===== config.mk =====
export PLATFORM = sky130hd
export DESIGN_NAME = dirty_entry_position_table
export DESIGN_NICKNAME = d
export VERILOG_FILES = /design/src/rtl/core/dept_pkg.sv /design/src/rtl/core/dirty_entry_position_table.sv
export SDC_FILE = /design/constraint.sdc
export NUM_CORES = 2
export LEC_CHECK = 0
export BUFFER_PORTS_ARGS = -buffer_cell sky130_fd_sc_hd__buf_2
export CAP_MARGIN = 20
export CELL_PAD_IN_SITES_DETAIL_PLACEMENT = 1
export CELL_PAD_IN_SITES_GLOBAL_PLACEMENT = 2
export CORE_ASPECT_RATIO = 0.75
export CORE_UTILIZATION = 43
export DETAILED_ROUTE_END_ITERATION = 8
export GPL_TIMING_DRIVEN = 1
export PLACE_DENSITY = 0.78
export SLEW_MARGIN = 20
export SYNTH_ARGS = -nofsm -noshare
export SYNTH_HDL_FRONTEND = slang
export SYNTH_SLANG_ARGS = --single-unit
export TNS_END_PERCENT = 30

===== constraint.sdc =====
create_clock -name clk_i -period 7.71 [get_ports clk_i]
set_input_delay 1.542 -clock clk_i [delete_from_list [all_inputs] [get_ports clk_i]]
set_output_delay 1.542 -clock clk_i [all_outputs]
set_load 0.02 [all_outputs]

===== src/rtl/core/dept_pkg.sv =====
`timescale 1ns / 1ps
// ----------------------------------------------------------------------------
// dept_pkg
// Shared sizes, request codes and controller states of the dirty entry /
// log position table.
// ----------------------------------------------------------------------------
package dept_pkg;

  // table geometry
  localparam int MaxEntries = 64;
  localparam int IdxW       = $clog2(MaxEntries);
  localparam int CntW       = IdxW + 1;
  localparam int CfgW       = 7;
  localparam int PosW       = 31;
  localparam int ActW       = 2;

  // request codes
  typedef enum logic [ActW-1:0] {
    ACT_MARK   = 2'd0,
    ACT_SYNC   = 2'd1,
    ACT_REPLAY = 2'd2,
    ACT_QUERY  = 2'd3
  } action_e;

  // controller states
  typedef enum logic [1:0] {
    ST_IDLE,
    ST_EXEC,
    ST_SCAN
  } state_e;

endpackage


===== src/rtl/core/dirty_entry_position_table.sv =====
`timescale 1ns / 1ps
// ----------------------------------------------------------------------------
// dirty_entry_position_table
// Per-entry dirty mark and recorded log position, with mark, sync, replay
// check and first-dirty query requests.
// ----------------------------------------------------------------------------
// Usage:
//   A request beat (action_i, entry_index_i, position_i) is taken on a rising
//   edge with start high and busy low. Exactly one result beat follows,
//   shown on the result ports for one cycle with done_o high; the receiver
//   has no back-pressure and must take it then.
//   Mark, sync and replay requests, and any out-of-range index: the position
//   memory read is registered at accept, the controller passes through ST_EXEC
//   and the result beat is registered from there. A new request may be taken in
//   the done cycle, but not before.
//   First-dirty query: the scan reads one memory entry per cycle over the N
//   entries in use; with a count of zero the query goes through ST_EXEC.
//   entry_count is written through cfg_we_i / cfg_wdata_i; the user must do so
//   only while idle, the block does not enforce it. Saturated to 64 entries.
//   Reset clears all dirty marks and makes every recorded position read as
//   zero (per-entry valid flops), sets the count to 64; no clearing pass.
// ----------------------------------------------------------------------------
module dirty_entry_position_table (
  input  logic                         clk_i,
  input  logic                         rst_ni,
  // config
  input  logic                         cfg_we_i,
  input  logic [dept_pkg::CfgW-1:0]    cfg_wdata_i,
  // request
  input  logic                         start,
  output logic                         busy,
  input  logic [dept_pkg::ActW-1:0]    action_i,
  input  logic [dept_pkg::IdxW-1:0]    entry_index_i,
  input  logic [dept_pkg::PosW-1:0]    position_i,
  // result
  output logic                         done_o,
  output logic                         was_dirty_o,
  output logic                         replay_needed_o,
  output logic [dept_pkg::PosW-1:0]    first_position_o,
  output logic                         any_dirty_o,
  output logic                         entry_error_o
);
  import dept_pkg::*;

  state_e                state_q, state_d;
  logic [CfgW-1:0]       cfg_q;
  logic [CntW-1:0]       cnt_eff;
  action_e               act_q;
  logic [PosW-1:0]       pos_q;

  logic [MaxEntries-1:0] dirty_q;
  logic [MaxEntries-1:0] pv_q;

  logic [PosW-1:0]       mem [MaxEntries];
  logic [PosW-1:0]       rd_data_q;
  logic [IdxW-1:0]       rd_idx_q;
  logic [IdxW-1:0]       rd_addr;

  logic [PosW-1:0]       min_q, min_d;
  logic                  any_q, any_d;

  logic                  accept;
  logic                  is_query;
  logic                  cnt_zero;
  logic                  last_entry;
  logic [PosW-1:0]       cur_pos;
  logic                  cur_dirty;
  logic                  idx_err;

  logic                  mem_we;
  logic                  dirty_set;
  logic                  dirty_clr;

  logic                  done_d, done_q;
  logic                  was_dirty_d, was_dirty_q;
  logic                  replay_d, replay_q;
  logic [PosW-1:0]       first_d, first_q;
  logic                  any_out_d, any_out_q;
  logic                  err_d, err_q;

  // handshake and count
  assign busy     = (state_q != ST_IDLE);
  assign accept   = start && !busy;
  assign is_query = (action_e'(action_i) == ACT_QUERY);
  assign cnt_eff  = (cfg_q > CfgW'(MaxEntries)) ? CntW'(MaxEntries) : CntW'(cfg_q);
  assign cnt_zero = (cnt_eff == '0);

  // data of the entry read last cycle
  assign cur_pos    = pv_q[rd_idx_q] ? rd_data_q : '0;
  assign cur_dirty  = dirty_q[rd_idx_q];
  assign idx_err    = ({1'b0, rd_idx_q} >= cnt_eff);
  assign last_entry = ({1'b0, rd_idx_q} == (cnt_eff - CntW'(1)));

  // read address: request index at accept (entry 0 for a query), next entry while scanning
  always_comb begin
    if (state_q == ST_SCAN) begin
      rd_addr = rd_idx_q + IdxW'(1);
    end else if (is_query) begin
      rd_addr = '0;
    end else begin
      rd_addr = entry_index_i;
    end
  end

  // next state
  always_comb begin
    state_d = state_q;
    unique case (state_q)
      ST_IDLE: begin
        if (accept) begin
          state_d = (is_query && !cnt_zero) ? ST_SCAN : ST_EXEC;
        end
      end
      ST_EXEC: begin
        state_d = ST_IDLE;
      end
      ST_SCAN: begin
        if (last_entry) begin
          state_d = ST_IDLE;
        end
      end
      default: begin
        state_d = ST_IDLE;
      end
    endcase
  end

  // datapath and result
  always_comb begin
    mem_we      = 1'b0;
    dirty_set   = 1'b0;
    dirty_clr   = 1'b0;
    done_d      = 1'b0;
    was_dirty_d = 1'b0;
    replay_d    = 1'b0;
    first_d     = '0;
    any_out_d   = 1'b0;
    err_d       = 1'b0;
    min_d       = min_q;
    any_d       = any_q;
    unique case (state_q)
      ST_IDLE: begin
        min_d = '0;
        any_d = 1'b0;
      end
      ST_EXEC: begin
        done_d = 1'b1;
        if (act_q != ACT_QUERY) begin
          err_d = idx_err;
          if (!idx_err) begin
            case (act_q)
              ACT_MARK: begin
                was_dirty_d = cur_dirty;
                dirty_set   = 1'b1;
              end
              ACT_SYNC: begin
                dirty_clr = 1'b1;
                mem_we    = 1'b1;
              end
              ACT_REPLAY: begin
                replay_d = cur_dirty && (cur_pos <= pos_q);
              end
              default: begin
                replay_d = 1'b0;
              end
            endcase
          end
        end
      end
      ST_SCAN: begin
        if (cur_dirty && (!any_q || (cur_pos < min_q))) begin
          min_d = cur_pos;
        end
        any_d = any_q || cur_dirty;
        if (last_entry) begin
          done_d    = 1'b1;
          first_d   = min_d;
          any_out_d = any_d;
        end
      end
      default: begin
        done_d = 1'b0;
      end
    endcase
  end

  // position memory: one write, one registered read
  always_ff @(posedge clk_i) begin
    if (mem_we) begin
      mem[rd_idx_q] <= pos_q;
    end
    rd_data_q <= mem[rd_addr];
  end

  // control state
  always_ff @(posedge clk_i or negedge rst_ni) begin
    if (!rst_ni) begin
      state_q <= ST_IDLE;
      cfg_q   <= CfgW'(MaxEntries);
      dirty_q <= '0;
      pv_q    <= '0;
      done_q  <= 1'b0;
    end else begin
      state_q <= state_d;
      done_q  <= done_d;
      if (cfg_we_i) begin
        cfg_q <= cfg_wdata_i;
      end
      if (dirty_set) begin
        dirty_q[rd_idx_q] <= 1'b1;
      end
      if (dirty_clr) begin
        dirty_q[rd_idx_q] <= 1'b0;
        pv_q[rd_idx_q]    <= 1'b1;
      end
    end
  end

  // request and result payload
  always_ff @(posedge clk_i) begin
    rd_idx_q    <= rd_addr;
    min_q       <= min_d;
    any_q       <= any_d;
    was_dirty_q <= was_dirty_d;
    replay_q    <= replay_d;
    first_q     <= first_d;
    any_out_q   <= any_out_d;
    err_q       <= err_d;
    if (accept) begin
      act_q <= action_e'(action_i);
      pos_q <= position_i;
    end
  end

  assign done_o           = done_q;
  assign was_dirty_o      = was_dirty_q;
  assign replay_needed_o  = replay_q;
  assign first_position_o = first_q;
  assign any_dirty_o      = any_out_q;
  assign entry_error_o    = err_q;

`ifndef SYNTHESIS
  // result beat only shows up once the controller is back to idle
  assert property (@(posedge clk_i) disable iff (!rst_ni)
    done_q |-> (state_q == ST_IDLE))
    else $error("result beat while controller busy");

  // an accepted request always occupies the controller next cycle
  assert property (@(posedge clk_i) disable iff (!rst_ni)
    accept |=> busy)
    else $error("request accepted but controller not busy");

  // a rejected index reports nothing else
  assert property (@(posedge clk_i) disable iff (!rst_ni)
    (done_q && err_q) |-> (!was_dirty_q && !replay_q && !any_out_q))
    else $error("error beat carries a flag");

  // no dirty entry found means a zero position
  assert property (@(posedge clk_i) disable iff (!rst_ni)
    (done_q && !any_out_q) |-> (first_q == '0))
    else $error("nonzero first position without dirty entry");
`endif

endmodule


==> results.cfg <==
[run_status]
status = complete, no violations

[setup_path]
cp.depth = 16
critical-path-top-delay-family = simple AND/OR/NAND/NOR gates
r2r-end = min_q[19]
worst-path-max-fanout = 58
path_class = reg2reg
path_cells = inv_2 -> a221oi_1 -> o21ai_0 -> a221oi_4 -> nand2_2 -> and2_1 -> ha_1 -> nand4_1 -> nor4_1 -> and4_1 -> nand2_1 -> mux2_2 -> nor2_2 -> buf_4 -> a222oi_1 -> a21oi_1
cpMaxStageDelayCell = dfxtp_4
r2r_setup_slack_ps = 1580
slowest_delay_ps = 910
worstSetupEndpointType = register
r2r-start = rd_idx_q[2]
startpoint_type = register
crit_end = min_q[19]
crit_path_start = rd_idx_q[2]
worstPathBufferInverterCount = 2
cp_data_arrival_time_ps = 6810
worstPathRequired_ps = 8390
r2r_cells = 16

[drt]
routed_via_density = 6.19
first_pass_iters = 6
wl_per_cell_microns = 32.3
vias = 49790
ant_nets = 0
drc = 0
drt_iter0_drc = 6567
routed_wl_microns = 260000

[global_routing]
grt_antenna_before_repair = 17
grt_overflow_total = 0
grt_pass1_vias = 50634
grt_usage = 0.247
grt_max_degree = 99
grt_pass1_wl_microns = 373000

[clock_tree]
root_buffer = clkbuf_16
clockBufferDepth = 4
insertion_delay_ps = 870
cts_tree = yes
postCtsHoldBufs = 0
cts_buffers = 213
cts_setup_buffers = 0
cts.repair.resized = 0
cts_sinks = 2259
htreeDepth = 4
path_clk_slew_ps = 70

[sta]
period_share = 0.795
maxSlewHeadroom = 0.209
hold_viol_final = 0
rsz0062_at_grt = no
setup_ws_ps = 1580
setup_viol_count_final = 0
fin_skew_ps = 77.2
worstMarginPinSlew_ps = 1180
period_needed_ps = 6130
timing_max_transition_violations_final = 0
clock.fmax_mhz = 163
finalSetupTns_ps = 0

[synthesis]
postSynth.asyncResetShare = 0.0611
ys_seq_area_frac = 0.740
synth-edff-count = 2049
syn-num-nets = 5038
yosys_warnings = 0
synth_largest_area_cell = edfxtp_1
netlist_instances = 4921
ys_top_cells_by_area = edfxtp_1, mux4_2, dfrtp_1
synthFlopType = edfxtp_1
ys_ff_latch = 2259
synth_top_cell_area_share = 0.686
syn_area_sq_um = 89700
synth_area_per_cell_sq_um = 18.2
ys_types = 82

[floorplan]
core_sq_um = 206000
design.die.area_sq_um = 210000
initial_core_util = 0.435
ioPinCount = 87
row_count = 144
die_y_microns = 398
die-width_microns = 529

[final_layout]
layout-drive-gt1-share = 0.229
final_nets = 5215
final_core_util = 0.491
final_area_sq_um = 101000
syn2layout_area_growth_pct = 13.0

[power_and_ir_drop]
power_w = 0.0309
powerDensity_nw_per_um2 = 304
ir_drop_v = 0.000275
p_leak_nw = 33.7

[hold_path]
hold_class = reg2reg

[placement]
hpwl_microns = 157000
dpl_cell_area_sq_um = 94500
dp_slack_ps = 1670
place.gp.congestion = 0.864
port_buffers = 86

[job]
maxCapViolations = 0
## metrics by stage
step | hold WS [ps] | instances
global route | 468 | 8047
global placement | 435 | 7649
floorplan | 420 | 4921
CTS | 460 | 8038
finish | 459 | 8050
detailed placement | 445 | 7649
## synth_stat cells, types with 63 or more instances
| master | count |
|---|---|
| dfxtp_1 | 72 |
| nor2_1 | 125 |
| clkbuf_1 | 216 |
| a21o_1 | 85 |
| mux4_2 | 504 |
| a21oi_1 | 185 |
| and3_1 | 71 |
| edfxtp_1 | 2049 |
| nand2_1 | 548 |
| dfrtp_1 | 137 |
| nand3_1 | 146 |
| a31oi_1 | 63 |
| ha_1 | 67 |
| a311oi_1 | 93 |
| inv_1 | 73 |
## metal layers
layer	global-route usage	part of all wire
met1	0.375	0.44
met2	0.366	0.45
met3	0.0486	0.095
met4	0.0570	0.022
met5	0	0.00020
## worst register-to-register path: stages, from the launching register on
cell and delay (ps):
dfxtp_4 910, inv_2 430, a221oi_1 340, o21ai_0 210, a221oi_4 390, nand2_2 340
and2_1 360, ha_1 310, nand4_1 130, nor4_1 520, and4_1 300, nand2_1 50
mux2_2 530, nor2_2 390, buf_4 370, a222oi_1 160, a21oi_1 220
## report_power, final
part	switching, W	internal [W]
Clock	0.00464	0.00571
Combinational	0.00394	0.00195
Sequential	0.000408	0.0142
## registers in the layout (all words and copies together) (netlist names), 2 cells and up
name / count
rd_data_q: 31
mem: 1984
pv_q: 64
state_q: 2
pos_q: 31
min_q: 31
cfg_q: 7
rd_idx_q: 6
act_q: 2
first_position_o: 31
dirty_q: 64
## layout by cell type (no fill, tap or decap), types with 37 or more instances in the layout
cell / count
buf_4: 162
dfrtp_1: 137
clkbuf_16: 218
clkbuf_1: 46
nand3_1: 146
a311oi_1: 92
nor2_1: 68
and3_1: 71
a31oi_1: 63
ha_1: 67
mux4_2: 504
clkinv_1: 37
nand2_1: 548
buf_2: 85
nor2_4: 56
clkinv_2: 47
a21o_1: 85
edfxtp_1: 2049
a21oi_1: 183
dfxtp_1: 69
inv_1: 72
## worst min path at each step
stage	endpoint	start	cells after the start
2_1_floorplan	pv_q[3]	pv_q[3]	1
3_3_place_gp	pv_q[9]	pv_q[9]	1
3_5_place_dp	pv_q[61]	pv_q[61]	1
4_1_cts	pv_q[1]	pv_q[1]	1
5_1_grt	pv_q[28]	pv_q[28]	1
6_report	pv_q[8]	pv_q[8]	1
## area by class of cell
class / count / area (sq um)
sequential: 2259 / 66400
fill: 18898 / 105000
clock buffer: 274 / 5770
timing repair buffer: 273 / 2140
tap: 2774 / 3470
antenna: 4 / 10.0
inverter: 77 / 299
multi-input combinational: 2274 / 22300
clock inverter: 115 / 926
## cells by family after synthesis
logic type | Yosys count | synth area share
xor+xnor | 13 | 0.00127
flops | 2259 | 0.740
buf+inv | 388 | 0.0177
mux | 550 | 0.132
fa+ha+maj | 69 | 0.00957
compound gates | 585 | 0.0452
simple gates | 1057 | 0.0539
Note: power is estimated with default switching activity, not from simulation.
